File: src/design/text_console_writer_defines.svh
// ----------------------------------------------------------------------------
// text_console_writer_defines
// Assertion macros shared by the console writer RTL.
// ----------------------------------------------------------------------------
`ifndef TEXT_CONSOLE_WRITER_DEFINES_SVH
`define TEXT_CONSOLE_WRITER_DEFINES_SVH

// Same-cycle implication, checked outside reset.
`define TCW_ASSERT_NOW(label, ante, cons, msg) \
  label: assert property (@(posedge clk) disable iff (!rst_n) (ante) |-> (cons)) \
    else $error(msg);

// Next-cycle implication, checked outside reset.
`define TCW_ASSERT_NEXT(label, ante, cons, msg) \
  label: assert property (@(posedge clk) disable iff (!rst_n) (ante) |=> (cons)) \
    else $error(msg);

`endif

File: src/design/tcw_pkg.sv
`timescale 1ns / 1ps
// ----------------------------------------------------------------------------
// tcw_pkg
// Screen geometry, codes and result type of the text console writer.
// ----------------------------------------------------------------------------
package tcw_pkg;

  localparam int COLUMNS    = 80;
  localparam int ROWS       = 25;
  localparam int CELL_COUNT = COLUMNS * ROWS;

  localparam int POS_W = $clog2(CELL_COUNT);
  localparam int COL_W = $clog2(COLUMNS);
  localparam int ROW_W = (ROWS > 1) ? $clog2(ROWS) : 1;
  localparam int IDX_W = 11;

  localparam logic [7:0] CODE_NEWLINE   = 8'd10;
  localparam logic [7:0] CODE_BACKSPACE = 8'd8;
  localparam logic [7:0] BLANK_GLYPH    = 8'h20;
  localparam logic [7:0] ATTR_RESET     = 8'h07;

  localparam logic KIND_WRITE = 1'b0;
  localparam logic KIND_CLEAR = 1'b1;

  typedef struct packed {
    logic             kind;
    logic [IDX_W-1:0] cell_index;
    logic [7:0]       glyph;
    logic [7:0]       cell_attribute;
    logic             last;
  } result_t;

  // Zero-extend or truncate a cursor position to the result index width.
  function automatic logic [IDX_W-1:0] to_index(input logic [POS_W-1:0] pos);
    logic [POS_W+IDX_W-1:0] wide;
    wide = {{IDX_W{1'b0}}, pos};
    return wide[IDX_W-1:0];
  endfunction

endpackage

File: src/design/text_console_writer.sv
`timescale 1ns / 1ps
// ----------------------------------------------------------------------------
// text_console_writer
// Character stream to screen cell writes and clear commands.
// ----------------------------------------------------------------------------
// One character enters per cycle while the result queue has room. It is
// registered, decoded against the cursor (kept as linear position, row,
// column and row start, so no divide is needed) and its zero, one or two
// results are pushed into a four-entry result queue that feeds the output
// port; a result leaves only after the input register and a queue entry.
// Sustained rate is one character per cycle, limited by the single output
// transaction per cycle (a printed character that fills the screen yields
// two results and costs one extra output slot). The attribute register is
// written through cfg_* and should change only while the block is idle.
`include "text_console_writer_defines.svh"

module text_console_writer import tcw_pkg::*; (
  input  logic        clk,
  input  logic        rst_n,
  input  logic        in_tvalid,
  output logic        in_tready,
  input  logic [7:0]  in_tdata,   // [7:0] char_code
  output logic        out_tvalid,
  input  logic        out_tready,
  output logic [31:0] out_tdata,  // [10:0] cell_index, [18:11] glyph,
                                  // [26:19] cell_attribute, [31:27] zero
  output logic        out_tuser,  // [0] kind
  output logic        out_tlast,
  input  logic        cfg_valid,
  output logic        cfg_ready,
  input  logic [7:0]  cfg_data
);

  localparam int QDEPTH = 4;
  localparam int QPTR_W = 2;

  // input stage
  logic       s_valid_r, s_valid_nxt;
  logic [7:0] s_code_r;
  logic       stage_go;

  // cursor state
  logic [POS_W-1:0] pos_r, pos_nxt;
  logic [POS_W-1:0] row_start_r, row_start_nxt;
  logic [COL_W-1:0] col_r, col_nxt;
  logic [ROW_W-1:0] row_r, row_nxt;
  logic [7:0]       attr_r;

  // result queue
  result_t           q_r [QDEPTH];
  logic [QPTR_W-1:0] wr_ptr_r, rd_ptr_r;
  logic [QPTR_W:0]   cnt_r, cnt_nxt;
  logic              pop;
  logic [1:0]        n_push;
  result_t           e0, e1;
  result_t           head;

  logic is_nl, is_bs, at_end, last_row, col_last, col_first;

  assign cfg_ready = 1'b1;

  // room for two results once this cycle settles
  assign stage_go  = s_valid_r && (cnt_r < QPTR_W'(3) + 3'd0);
  assign in_tready = !s_valid_r || stage_go;
  assign s_valid_nxt = (in_tvalid && in_tready) ? 1'b1 : (stage_go ? 1'b0 : s_valid_r);

  assign is_nl     = (s_code_r == CODE_NEWLINE);
  assign is_bs     = (s_code_r == CODE_BACKSPACE);
  assign at_end    = (pos_r == POS_W'(CELL_COUNT - 1));
  assign last_row  = (row_r == ROW_W'(ROWS - 1));
  assign col_last  = (col_r == COL_W'(COLUMNS - 1));
  assign col_first = (col_r == '0);

  always_comb begin
    result_t clr;
    clr.kind           = KIND_CLEAR;
    clr.cell_index     = '0;
    clr.glyph          = BLANK_GLYPH;
    clr.cell_attribute = attr_r;
    clr.last           = 1'b1;

    pos_nxt       = pos_r;
    row_start_nxt = row_start_r;
    col_nxt       = col_r;
    row_nxt       = row_r;
    n_push        = 2'd0;
    e0            = clr;
    e1            = clr;

    if (is_nl) begin
      if (last_row) begin
        pos_nxt       = '0;
        row_start_nxt = '0;
        col_nxt       = '0;
        row_nxt       = '0;
        n_push        = 2'd1;
      end else begin
        pos_nxt       = row_start_r + POS_W'(COLUMNS);
        row_start_nxt = row_start_r + POS_W'(COLUMNS);
        col_nxt       = '0;
        row_nxt       = row_r + ROW_W'(1);
      end
    end else if (is_bs) begin
      if (pos_r != '0) begin
        pos_nxt       = pos_r - POS_W'(1);
        e0.kind       = KIND_WRITE;
        e0.cell_index = to_index(pos_r - POS_W'(1));
        e0.glyph      = BLANK_GLYPH;
        e0.last       = 1'b1;
        n_push        = 2'd1;
        if (col_first) begin
          col_nxt       = COL_W'(COLUMNS - 1);
          row_nxt       = row_r - ROW_W'(1);
          row_start_nxt = row_start_r - POS_W'(COLUMNS);
        end else begin
          col_nxt = col_r - COL_W'(1);
        end
      end
    end else begin
      e0.kind       = KIND_WRITE;
      e0.cell_index = to_index(pos_r);
      e0.glyph      = s_code_r;
      e0.last       = !at_end;
      if (at_end) begin
        pos_nxt       = '0;
        row_start_nxt = '0;
        col_nxt       = '0;
        row_nxt       = '0;
        n_push        = 2'd2;
      end else begin
        pos_nxt = pos_r + POS_W'(1);
        n_push  = 2'd1;
        if (col_last) begin
          col_nxt       = '0;
          row_nxt       = row_r + ROW_W'(1);
          row_start_nxt = row_start_r + POS_W'(COLUMNS);
        end else begin
          col_nxt = col_r + COL_W'(1);
        end
      end
    end
  end

  assign head       = q_r[rd_ptr_r];
  assign out_tvalid = (cnt_r != '0);
  assign pop        = out_tvalid && out_tready;
  assign out_tdata  = {5'd0, head.cell_attribute, head.glyph, head.cell_index};
  assign out_tuser  = head.kind;
  assign out_tlast  = head.last;

  always_comb begin
    cnt_nxt = cnt_r;
    if (stage_go) begin
      cnt_nxt = cnt_nxt + {1'b0, n_push};
    end
    if (pop) begin
      cnt_nxt = cnt_nxt - (QPTR_W+1)'(1);
    end
  end

  always_ff @(posedge clk) begin
    if (!rst_n) begin
      s_valid_r   <= 1'b0;
      pos_r       <= '0;
      row_start_r <= '0;
      col_r       <= '0;
      row_r       <= '0;
      attr_r      <= ATTR_RESET;
      wr_ptr_r    <= '0;
      rd_ptr_r    <= '0;
      cnt_r       <= '0;
    end else begin
      s_valid_r <= s_valid_nxt;
      cnt_r     <= cnt_nxt;
      if (cfg_valid && cfg_ready) begin
        attr_r <= cfg_data;
      end
      if (stage_go) begin
        pos_r       <= pos_nxt;
        row_start_r <= row_start_nxt;
        col_r       <= col_nxt;
        row_r       <= row_nxt;
        wr_ptr_r    <= wr_ptr_r + QPTR_W'(n_push);
      end
      if (pop) begin
        rd_ptr_r <= rd_ptr_r + QPTR_W'(1);
      end
    end
  end

  // payload: input register and queue entries
  always_ff @(posedge clk) begin
    if (in_tvalid && in_tready) begin
      s_code_r <= in_tdata;
    end
    if (stage_go && (n_push != 2'd0)) begin
      q_r[wr_ptr_r] <= e0;
    end
    if (stage_go && (n_push == 2'd2)) begin
      q_r[wr_ptr_r + QPTR_W'(1)] <= e1;
    end
  end

  `TCW_ASSERT_NOW(a_cnt_bound, 1'b1, cnt_r <= (QPTR_W+1)'(QDEPTH), "result queue overflow")
  `TCW_ASSERT_NOW(a_cursor_sum, 1'b1, pos_r == row_start_r + POS_W'(col_r), "cursor parts disagree")
  `TCW_ASSERT_NOW(a_cursor_range, 1'b1, (pos_r < POS_W'(CELL_COUNT)) && (col_r < COL_W'(COLUMNS)) && (row_r < ROW_W'(ROWS)), "cursor out of screen")
  `TCW_ASSERT_NEXT(a_wrap_zero, stage_go && (n_push == 2'd2), pos_r == '0, "cursor not home after screen wrap")

endmodule
File: config.mk
export PLATFORM = sky130hd
export DESIGN_NAME = text_console_writer
export DESIGN_NICKNAME = d
export VERILOG_FILES = /design/src/design/tcw_pkg.sv /design/src/design/text_console_writer.sv
export VERILOG_INCLUDE_DIRS = /design/src /design/src/design
export SDC_FILE = /design/constraint.sdc
export NUM_CORES = 1
export LEC_CHECK = 0
export BUFFER_PORTS_ARGS = -buffer_cell sky130_fd_sc_hd__buf_2
export CAP_MARGIN = 25
export CORE_ASPECT_RATIO = 1.4
export CORE_UTILIZATION = 30
export CTS_CLUSTER_DIAMETER = 120
export DETAILED_ROUTE_END_ITERATION = 10
export MAX_ROUTING_LAYER = met4
export PLACE_DENSITY = 0.45
export RECOVER_POWER = 50
export SLEW_MARGIN = 10
export SYNTH_ARGS = -nofsm -noshare
export SYNTH_HDL_FRONTEND = slang
export SYNTH_SLANG_ARGS = --single-unit
File: constraint.sdc
create_clock -name clk -period 3.1 [get_ports clk]
set_input_delay 0.155 -clock clk [delete_from_list [all_inputs] [get_ports clk]]
set_output_delay 0.155 -clock clk [all_outputs]
set_load 0.01 [all_outputs]
==> results of run 1 <==
-- kinds of logic after synthesis --
family / share of synthesized area [%]
xor gates and xnor gates: 1.471
AOI/OAI and AO/OA: 16.96
muxes: 10.80
other: 0.08411
buffers and inverters: 5.143
DFF: 43.95
adders and majority gates: 1.822
and+or+nand+nor: 19.77
-- power groups by stage --
| stage | combinational [mW] | sequential (mW) | clock, mW |
|---|---|---|---|
| 2_1_floorplan | 1.66 | 3.15 | 0 |
| 3_3_place_gp | 2.33 | 3.33 | 0 |
| 3_5_place_dp | 2.34 | 3.33 | 0 |
| 4_1_cts | 2.36 | 3.29 | 2.18 |
| 5_1_grt | 2.52 | 3.36 | 2.27 |
| 6_report | 2.26 | 3.28 | 2.12 |
-- cells in the final DEF, fill, tap and decap left out, drive strengths merged, types with 5 or more instances in the layout --
cell and instances:
and2 10, a21oi 74, nor2 119, a31oi 9, clkinv 5, nand3 28, xnor2 8, o22ai 19
a211oi 27, nor2b 34, ha 13, conb 6, a22oi 5, dlygate4sd3 17, dfxtp 136, or3 6
a32oi 5, nor3 27, mux2i 30, xor2 7, and3 9, nand4 6, edfxtp 40, o31ai 5
o211ai 10, nor4 6, nand2 97, or4 5, clkbuf 55, mux4 29, o21ai 52, inv 28
buf 67
-- layer usage --
layer,share of wire (%),GRT usage (%)
met1,42,21.38
met2,51,34.80
met3,3.2,2.804
met4,3.4,7.990
met5,0,-
-- sequential cells by signal, summed over array words and instances (netlist names), named ones only --
name / count
col_r: 7
wr_ptr_r: 2
s_code_r: 8
s_valid_r: 1
row_start_r: 11
row_r: 5
attr_r: 8
q_r: 116
cnt_r: 3
pos_r: 11
rd_ptr_r: 2
-- area by class of cell --
cell class	count	area share (%)
multi-input cells	693	43.87
flip-flops and latches	176	37.86
repair buffers	119	7.423
well taps	380	4.587
clock buffers	20	4.418
clock inverters	12	1.038
inverters	22	0.7966
-- timing repair --
| item | in CTS | in global routing |
|---|---|---|
| hold buffers | 17 | 0 |
| endpoints found under the hold margin | 17 | 0 |
| resized for setup | 0 | 0 |
-- worst max-delay path: stages, from the launching register on --
cell and delay, ps:
edfxtp_1 420, buf_4 180, or4b_1 650, nor3_4 210, buf_4 420, a211oi_4 110
clkbuf_4 370, mux2_2 360, nor2_1 70
-- worst max path at each step --
stage / start / endpoint / cells after the start
floorplan: s_code_r[7] / cnt_r[2] / 12
global placement: s_code_r[6] / cnt_r[2] / 10
detailed placement: s_code_r[6] / cnt_r[2] / 10
CTS: s_code_r[6] / cnt_r[2] / 10
global route: s_code_r[7] / q_r[2][14] / 8
finish: s_code_r[7] / q_r[0][27] / 8
==> metrics.txt, run 1 <==
Finished Layout Cells=1422; Initial Utilization=30.52%; first-pass GRT wire length=~43000 um; share of cells above drive strength 1=14.30%; via count=7441; Hold Startpoint=out_tready; TritonCTS clock tree=built; switching portion of total power=33.16%; Bufs on Longest Clock Path=2; Detail Placement HPWL=18950 um; post-synth top area cell=dfxtp_1; vias in the first global route=7461; DRC=0; Post-synth top cells=dfxtp_1, nor2_1, nand2_1; die width=147.8 um; Die H=around 210 um; top_reg_cell synth=dfxtp_1; kind of critical path=reg2reg; worst vdd ir=0.0003108 V; Antenna Nets Post-Route=0; 1st-pass router iterations=5; FF/Latch Area=0.003925 mm^2; # setup viols final=0; largest cells by area after synthesis=dfxtp_1, edfxtp_1, mux4_2, nor2_1, nand2_1; CTS clk-pin slew, worst paths=70 ps; Post-Syn Instances=964; Mapped Avg Cell Area=roughly 9 um^2; Synth cell types=approximately 70; number of top-level pins=58; Synth Register Bits=176; Clock power frac=approximately 28%; Critical R2R Capture=q_r[0][27]; post-synthesis instance area=between 0.008 and 0.009 mm^2; post-route cell area=~0.010 mm^2; TritonCTS buffer count=17; core box area=0.02926 mm^2; P_leak=3.632 nW; pin count of the biggest net entering global routing=32; RePlAce Congestion=0.8662; final worst setup slack=218.3 ps; reg-to-reg setup timing slack=220 ps; WL final=27390 um; dpl cell area=0.009718 mm^2; Layout area overhead=16.10%; critical path endpoint category=register; Slew headroom=1.451%; Total Neg Setup Slack=0 ps; Worst Skew=roughly 9.9 ps; Std-Cell Rows=74; power density over the cells=739.1 mW/mm^2; sequential share of the synthesized area=43.95%; worst-path fanout max=31; Hold Crit Depth=4; PortBufs=about 50; Root Driver=clkbuf_16; Antenna Cells=0; aggregate global routing overflow=0; Synth top area share=30.49%; post-CTS setup buffers=0; footprint of the multi-input gates=0.004548 mm^2; placed cell count=1373; Max Cap Viol=0; max-slew violation count=0; antenna violations before repair=0; CTS sink cnt=176; CTS H-Tree Depth=4; total power=7.661 mW; Hold WS=108.7 ps; part of the power in registers=42.8%; Hold Path Class=in2reg; fill count=~3.1k; Peak Freq=347.0 MHz; die area=slightly above 0.03 mm^2; Tcrit/Tclk final=92.96%; number of flops mapped to enable cells by yosys=40; P_sw=2.540 mW; 1st-iter DRT viols=489; status=finished clean; worst slew pin tran=between 1000 and 1500 ps; Power Internal=5.121 mW; reg2reg start=s_code_r[7]; Worst Path Arrival=3270 ps; mean number of vias per cell=5.233; Hold EP=cnt_r[0]; total global-route track usage=19.38%; Logic pwr share=roughly 30%; worst reg-to-reg path cell count=8; RSZ-0062 raised after global routing=no; Worst-Skew Late Latency=450 ps; pre-CTS setup slack=191.5 ps; fin crit period=a little under 3000 ps; final core utilization=between 30% and 40%; Required @ worst endpoint=3490 ps; Nets=1063; Async SR Flop Fraction=0%; wire length per cell=19.26 um; startpoint types=register; Fin. Hold Viols=0; synth warn=0; most common cell in the netlist=dfxtp_1
(Power assumes the default switching activity.)
==> run 2, diff against run 1 <==
--- a/config.mk
+++ b/config.mk
@@ -6,6 +6,7 @@
 export SDC_FILE = /design/constraint.sdc
 export NUM_CORES = 1
 export LEC_CHECK = 0
+export ABC_AREA = 1
 export BUFFER_PORTS_ARGS = -buffer_cell sky130_fd_sc_hd__buf_2
 export CAP_MARGIN = 25
 export CORE_ASPECT_RATIO = 1.4
@@ -15,7 +16,7 @@
 export MAX_ROUTING_LAYER = met4
 export PLACE_DENSITY = 0.45
 export RECOVER_POWER = 50
-export SLEW_MARGIN = 10
+export SLEW_MARGIN = 20
 export SYNTH_ARGS = -nofsm -noshare
 export SYNTH_HDL_FRONTEND = slang
 export SYNTH_SLANG_ARGS = --single-unit
==> run 2 against run 1 <==
Net effect: combinational power fell by 17%; critical path type unchanged; cell count rose by 21%; sequential cell count did not move; via count rose by 14%; non-clock buffer count fell by 23; critical endpoint is now cnt_r[1].
==> metrics.txt, run 2 <==
status=finished clean (unchanged); aggregate global routing overflow=0 (unchanged); Synth Register Bits=176 (unchanged); compound-cell area share of the yosys netlist=16.15% (was 16.96%); fin crit period=2717 ps (was 2882 ps); reg2reg start=s_code_r[0] (was s_code_r[7]); Peak Freq=368.1 MHz (was 347.0 MHz); WL final=29380 um (was 27390 um); DRC=0 (unchanged); critical path endpoint category=register (unchanged); worst slew pin tran=1157 ps (was 1476 ps); wire length per cell=17.01 um (was 19.26 um); core box area=0.02944 mm^2 (was 0.02926 mm^2); Crit path max-delay family=simple AND/OR/NAND/NOR gates (was buffers and inverters); Worst Path Arrival=3100 ps (was 3270 ps); post-synth top area cell=dfxtp_1 (unchanged); Largest regs=q_r (116), pos_r (11), row_start_r (11) (unchanged); most common cell in the netlist=nor2_1 (was dfxtp_1); mean number of vias per cell=4.908 (was 5.233); # setup viols final=0 (unchanged); Hold Path Class=in2reg (unchanged); Total Neg Setup Slack=0 ps (unchanged); Root Driver=clkbuf_16 (unchanged); worst-path cell chain=nor3_1 -> nand2_4 -> inv_1 -> nor2_1 -> nor3b_1 -> ha_1 -> ha_1 -> o21ai_0 -> ha_1 -> nand2_1 -> nand2_1 -> a21oi_1 (was buf_4 -> or4b_1 -> nor3_4 -> buf_4 -> a211oi_4 -> clkbuf_4 -> mux2_2 -> nor2_1); first-pass GRT wire length=46800 um (was 43250 um); RSZ-0062 raised after global routing=no (unchanged); max-slew violation count=0 (unchanged); Hold Startpoint=cfg_data[6] (was out_tready); total global-route track usage=20.40% (was 19.38%); commonest cells after routing, fill and taps aside=nor2_1, nand2_1, o21ai_0 (was dfxtp_1, nor2_1, nand2_1); critical path's slowest cell=edfxtp_1 (was or4b_1); Most flops, register=q_r (unchanged); CTS clk-pin slew, worst paths=70 ps (about the same); Antenna Nets Post-Route=0 (unchanged); number of flops mapped to enable cells by yosys=40 (unchanged); PortBufs=51 (unchanged); max reg flops=116 (unchanged); vias in the first global route=8383 (was 7461); kind of critical path=reg2reg (unchanged); Die H=207.5 um (was 206.1 um); CP dominant cell by count=ha_1 (was buf_4); Slew headroom=22.84% (was 1.451%); power density over the cells=685.2 mW/mm^2 (was 739.1 mW/mm^2); synth warn=0 (unchanged); pin count of the biggest net entering global routing=53 (was 32); Post-Synth Adder-Cell Area=1.797% (was 1.822%); CTS sink cnt=176 (unchanged); Antenna Cells=0 (unchanged); Worst Skew=13.50 ps (was 9.897 ps); Async SR Flop Fraction=0% (unchanged); GR peak layer=met2 (unchanged); Nets=1368 (was 1063); number of top-level pins=58 (unchanged); top_reg_cell synth=dfxtp_1 (unchanged); die width=148.8 um (was 147.8 um); worst-path fanout max=7 (was 31); Synth cell types=36 (was 71); via count=8476 (was 7441); Detail Placement HPWL=20050 um (was 18950 um); 1st-iter DRT viols=474 (was 489); GR met1 Demand/Resource=23.88% (was 21.38%); largest cells by area after synthesis=dfxtp_1, edfxtp_1, nor2_1, nand2_1, o21ai_0 (was dfxtp_1, edfxtp_1, mux4_2, nor2_1, nand2_1); Tcrit/Tclk final=87.63% (was 92.96%); worst vdd ir=0.0002826 V (was 0.0003108 V); P_leak=4.415 nW (was 3.632 nW); max incr delay on CP=460 ps (was 650 ps); post-synthesis instance area=0.009051 mm^2 (was 0.008929 mm^2); total power=7.079 mW (was 7.661 mW); commonest non-fill, non-tap cell in the layout=nor2_1 (was dfxtp_1); startpoint types=register (unchanged); antenna violations before repair=0 (unchanged); Layout area overhead=14.16% (was 16.10%); Mapped Avg Cell Area=7.088 um^2 (was 9.262 um^2); Worst-Skew Late Latency=450 ps (about the same); Synth top area share=30.08% (was 30.49%); Post-Syn Instances=1277 (was 964); CTS H-Tree Depth=4 (unchanged); simple-gate area share of the yosys netlist=29.13% (was 19.77%); Bufs on Longest Clock Path=2 (unchanged); Max Cap Viol=0 (unchanged); post-synthesis xor/xnor area fraction=1.742% (was 1.471%); Hold WS=26.71 ps (was 108.7 ps); Post-synth top cells=nor2_1, nand2_1, o21ai_0 (was dfxtp_1, nor2_1, nand2_1); Finished Layout Cells=1727 (was 1422); placed cell count=1676 (was 1373); met2 Use GR=34.69% (was 34.80%); TritonCTS clock tree=built (unchanged); sequential share of the synthesized area=43.35% (was 43.95%); Initial Utilization=30.74% (was 30.52%); Std-Cell Rows=74 (unchanged); crit path buf inv count=1 (was 3); met3 Use GR=2.637% (was 2.804%); combinational family with the most area after synthesis=simple AND/OR/NAND/NOR gates (unchanged); Fin. Hold Viols=0 (unchanged); RePlAce Congestion=0.8399 (was 0.8662); Required @ worst endpoint=3490 ps (about the same); TritonCTS buffer count=17 (unchanged); share of cells above drive strength 1=6.904% (was 14.30%); Setup crit start=s_code_r[0] (was s_code_r[7]); reg-to-reg setup timing slack=380 ps (was 220 ps); die area=0.03088 mm^2 (was 0.03047 mm^2); 1st-pass router iterations=5 (unchanged); mux contribution to synthesized area=0% (was 10.80%)
-- run 2: cell types whose count changed after synthesis, sizes merged, moves of 10 or more --
| cell | previous run | this run |
|---|---|---|
| nand2 | 97 | 230 |
| o21ai | 52 | 175 |
| nor3 | 27 | 5 |
| nor2 | 119 | 300 |
| a211oi | 27 | 1 |
| inv | 22 | 102 |
| and2 | 10 | 0 |
| mux4 | 29 | 0 |
| nand3 | 28 | 71 |
| nor2b | 34 | 0 |
| mux2i | 30 | 0 |
| a21oi | 74 | 64 |
-- run 2: layout make-up --
class                      count  area [um^2]
fill                        3261        19110
inverter                     103        386.6
clock buffer                  28        508.0
timing repair buffer          96        578.1
sequential                   176         3925
tap                          380        475.5
multi-input combinational    940         4408
clock inverter                 4        51.30
-- run 2: report_power, final --
group / leakage, nW / internal (mW) / switching [mW] / total [mW]
Clock: 0.272 / 1.20 / 0.914 / 2.11
Combinational: 2.65 / 0.652 / 1.23 / 1.88
Sequential: 1.49 / 2.85 / 0.234 / 3.09
-- run 2: final timing paths --
| kind | endpoint | cells after the start |
|---|---|---|
| worst max register to register | cnt_r[1] | 12 |
| worst min-delay path | attr_r[6] | 3 |
| worst max-delay path | cnt_r[1] | 12 |
| worst min register to register | row_start_r[0] | 2 |
-- run 2: cell families (layout without fill, tap and decap cells) --
kind of cell             count (synthesis)  after routing
other                                    2              6
XOR/XNOR                                18             18
flip-flops                             176            176
AO/OA/AOI/OAI                          279            279
buffers and inverters                  165            231
AND/OR/NAND/NOR                        624            624
adder cells (fa/ha/maj)                 13             13
-- run 2: layer usage --
layer | share of wire (%) | up-vias
met1 | 44 | 3959
li1 | - | 4282
met3 | 3.0 | 60
met5 | 0 | -
met2 | 50 | 175
met4 | 3.2 | 0
-- run 2: timing repair --
action,4_1_cts,5_1_grt
buffers inserted,0,0
hold endpoints to repair,16,0
resized for setup,0,0
hold buffers,19,0
setup endpoints to repair,0,0
-- run 2: stage by stage --
step	util (%)	area (um^2)	worst slack, ps
after CTS	35.46	10440	328.0
after detailed placement	32.91	9691	349.4
after global routing	35.09	10330	44.95
after global placement	32.91	9691	469.6
final	35.09	10330	383.4
after floorplan	-	9066	599.9
-- run 2: tightest hold or removal path, stage by stage --
cell and delay (ps):
buf_2 80, o21ai_0 90, a21oi_1 110
==> run 3, diff against run 2 <==
--- a/config.mk
+++ b/config.mk
@@ -6,14 +6,12 @@
 export SDC_FILE = /design/constraint.sdc
 export NUM_CORES = 1
 export LEC_CHECK = 0
-export ABC_AREA = 1
 export BUFFER_PORTS_ARGS = -buffer_cell sky130_fd_sc_hd__buf_2
 export CAP_MARGIN = 25
 export CORE_ASPECT_RATIO = 1.4
 export CORE_UTILIZATION = 30
 export CTS_CLUSTER_DIAMETER = 120
 export DETAILED_ROUTE_END_ITERATION = 10
-export MAX_ROUTING_LAYER = met4
 export PLACE_DENSITY = 0.45
 export RECOVER_POWER = 50
 export SLEW_MARGIN = 20
==> run 3 against run 2 <==
Net effect: worst hold slack improved by 87 ps; first-iteration DRC count is 7.2% lower; wire length decreased by 6.6%; final area rose by 0.28%; worst setup slack got worse by 160 ps; clock skew decreased by 3.5 ps; total power up 8.1%; cell count is 18% lower; highest routed layer unchanged.
==> metrics.txt, run 3 (synthesis gave the netlist of run 1 again) <==
Worst Skew=10.02 ps (was 13.50 ps); worst reg-to-reg path cell count=10 (was 12); Die H=206.1 um (was 207.5 um); crit path buf inv count=0 (was 1); 1st-pass router iterations=5 (unchanged); footprint of the multi-input gates=0.004544 mm^2 (was 0.004408 mm^2); PortBufs=51 (unchanged); pin count of the biggest net entering global routing=32 (was 53); TritonCTS clock tree=built (unchanged); critical path's slowest cell=nor4b_4 (was edfxtp_1); Initial Utilization=30.52% (was 30.74%); total global-route track usage=18.85% (was 20.40%); Peak Freq=348.2 MHz (was 368.1 MHz); Crit path max-delay family=simple AND/OR/NAND/NOR gates (unchanged); P_leak=3.627 nW (was 4.415 nW); kind of critical path=reg2reg (unchanged); Std-Cell Rows=74 (unchanged); RSZ-0062 raised after global routing=no (unchanged); Resize count post-CTS=0 (unchanged); via count=7470 (was 8476); Power Internal=5.119 mW (was 4.701 mW); critical path endpoint category=register (unchanged); die width=147.8 um (was 148.8 um); Hold Crit Depth=4 (was 3); Required @ worst endpoint=3440 ps (was 3490 ps); Detail Placement HPWL=18950 um (was 20050 um); Most flops, register=q_r (unchanged); Bufs on Longest Clock Path=2 (unchanged); DRC=0 (unchanged); max incr delay on CP=560 ps (was 460 ps); Largest regs=q_r (116), pos_r (11), row_start_r (11) (unchanged); Tcrit/Tclk final=92.65% (was 87.63%); reg2reg start=s_code_r[6] (was s_code_r[0]); Layout area overhead=16.05% (was 14.16%); aggregate global routing overflow=0 (unchanged); commonest cells after routing, fill and taps aside=dfxtp_1, nor2_1, nand2_1 (was nor2_1, nand2_1, o21ai_0); Hold Startpoint=out_tready (was cfg_data[6]); commonest non-fill, non-tap cell in the layout=dfxtp_1 (was nor2_1); share of cells above drive strength 1=14.11% (was 6.904%); power density over the cells=738.4 mW/mm^2 (was 685.2 mW/mm^2); worst vdd ir=0.0003077 V (was 0.0002826 V); Antenna Nets Post-Route=0 (unchanged); TritonCTS buffer count=17 (unchanged); startpoint types=register (unchanged); post-CTS setup buffers=0 (unchanged); antenna violations before repair=0 (unchanged); worst-path fanout max=6 (was 7); Max Cap Viol=0 (unchanged); Worst-Skew Late Latency=450 ps (about the same); Slew headroom=1.996% (was 22.84%); number of top-level pins=58 (unchanged); RePlAce Congestion=0.8514 (was 0.8399); CTS clk-pin slew, worst paths=70 ps (about the same); CTS H-Tree Depth=4 (unchanged); Antenna Cells=0 (unchanged); Clock power frac=27.7% (was 29.8%); status=finished clean (unchanged); fill count=3069 (was 3261); # setup viols final=0 (unchanged); Finished Layout Cells=1422 (was 1727); P_sw=2.532 mW (was 2.379 mW); FF/Latch Area=0.003925 mm^2 (unchanged); die area=0.03047 mm^2 (was 0.03088 mm^2); Total Neg Setup Slack=0 ps (unchanged); max-slew violation count=0 (unchanged); Logic pwr share=29.4% (was 26.6%); CTS sink cnt=176 (unchanged); max reg flops=116 (unchanged); CP dominant cell by count=ha_1 (unchanged); Critical R2R Capture=cnt_r[2] (was cnt_r[1]); fin crit period=2872 ps (was 2717 ps); switching portion of total power=33.09% (was 33.60%); Worst Path Arrival=3210 ps (was 3100 ps); wire length per cell=19.29 um (was 17.01 um); dpl cell area=0.009718 mm^2 (was 0.009691 mm^2); post-route cell area=0.01036 mm^2 (was 0.01033 mm^2); WL final=27430 um (was 29380 um); mean number of vias per cell=5.253 (was 4.908); worst-path cell chain=nor4b_4 -> a2111oi_4 -> a211oi_1 -> ha_1 -> ha_1 -> mux2i_1 -> ha_1 -> nand2_1 -> xnor2_1 -> and2_1 (was nor3_1 -> nand2_4 -> inv_1 -> nor2_1 -> nor3b_1 -> ha_1 -> ha_1 -> o21ai_0 -> ha_1 -> nand2_1 -> nand2_1 -> a21oi_1); Nets=1063 (was 1368); worst slew pin tran=1468 ps (was 1157 ps); 1st-iter DRT viols=440 (was 474); Fin. Hold Viols=0 (unchanged); Hold EP=cnt_r[0] (was attr_r[6]); Hold Path Class=in2reg (unchanged); first-pass GRT wire length=43270 um (was 46800 um); Root Driver=clkbuf_16 (unchanged); part of the power in registers=42.9% (was 43.6%); core box area=0.02926 mm^2 (was 0.02944 mm^2); vias in the first global route=7458 (was 8383); placed cell count=1373 (was 1676); reg-to-reg setup timing slack=230 ps (was 380 ps)
## run 3: timing repair
action,4_1_cts,5_1_grt
hold buffers,17,0
endpoints found under the hold margin,17,0
setup endpoints to repair,0,0
## run 3: stage by stage
| stage | worst slack, ps | hold WS (ps) | util (%) | power (mW) |
|---|---|---|---|---|
| 2_1_floorplan | 74.46 | 253.9 | - | 4.808 |
| 3_3_place_gp | 250.9 | 338.9 | 33.22 | 5.661 |
| 5_1_grt | 46.26 | 129.7 | 35.41 | 8.141 |
| 4_1_cts | 187.1 | 85.75 | 35.73 | 7.831 |
| 3_5_place_dp | 191.5 | 336.8 | 33.22 | 5.676 |
| 6_report | 227.9 | 114.0 | 35.41 | 7.651 |
## run 3: power groups by stage
stage,registers (mW),logic (mW),clock network (mW)
after CTS,3.29,2.36,2.18
after global placement,3.33,2.33,0
final,3.28,2.25,2.12
after floorplan,3.15,1.66,0
after detailed placement,3.33,2.34,0
after global routing,3.36,2.51,2.27
## run 3: worst max path at each step
stage                     to  cells past startpoint  slack, ps         from
finish              cnt_r[2]                     10        230  s_code_r[6]
global route        row_r[1]                      9         50  s_code_r[7]
CTS                 cnt_r[2]                     10        190  s_code_r[6]
detailed placement  cnt_r[2]                     10        190  s_code_r[6]
global placement    cnt_r[2]                     10        250  s_code_r[6]
floorplan           cnt_r[2]                     12         70  s_code_r[7]
## run 3: layout make-up
type,count,share of cell area (%)
clock buffers,20,4.420
clock inverters,12,1.039
flip-flops and latches,176,37.88
inverters,22,0.7970
repair buffers,119,7.415
well taps,380,4.589
multi-input cells,693,43.86
## run 3: per-layer routing
metal  wire [um]  share of wire (%)  track usage (%)  vias up
met2       14190                 52            34.75      179
met4         896                3.3            7.990        0
met5           0                  0                0        -
met3         830                3.0            2.804       51
li1            -                  -                -     3610
met1       11510                 42            21.49     3630
## run 3: tightest hold or removal path, cell delays in order
cell and delay [ps]:
buf_2 110, nand2_1 100, xnor2_1 80, nor2_1 80
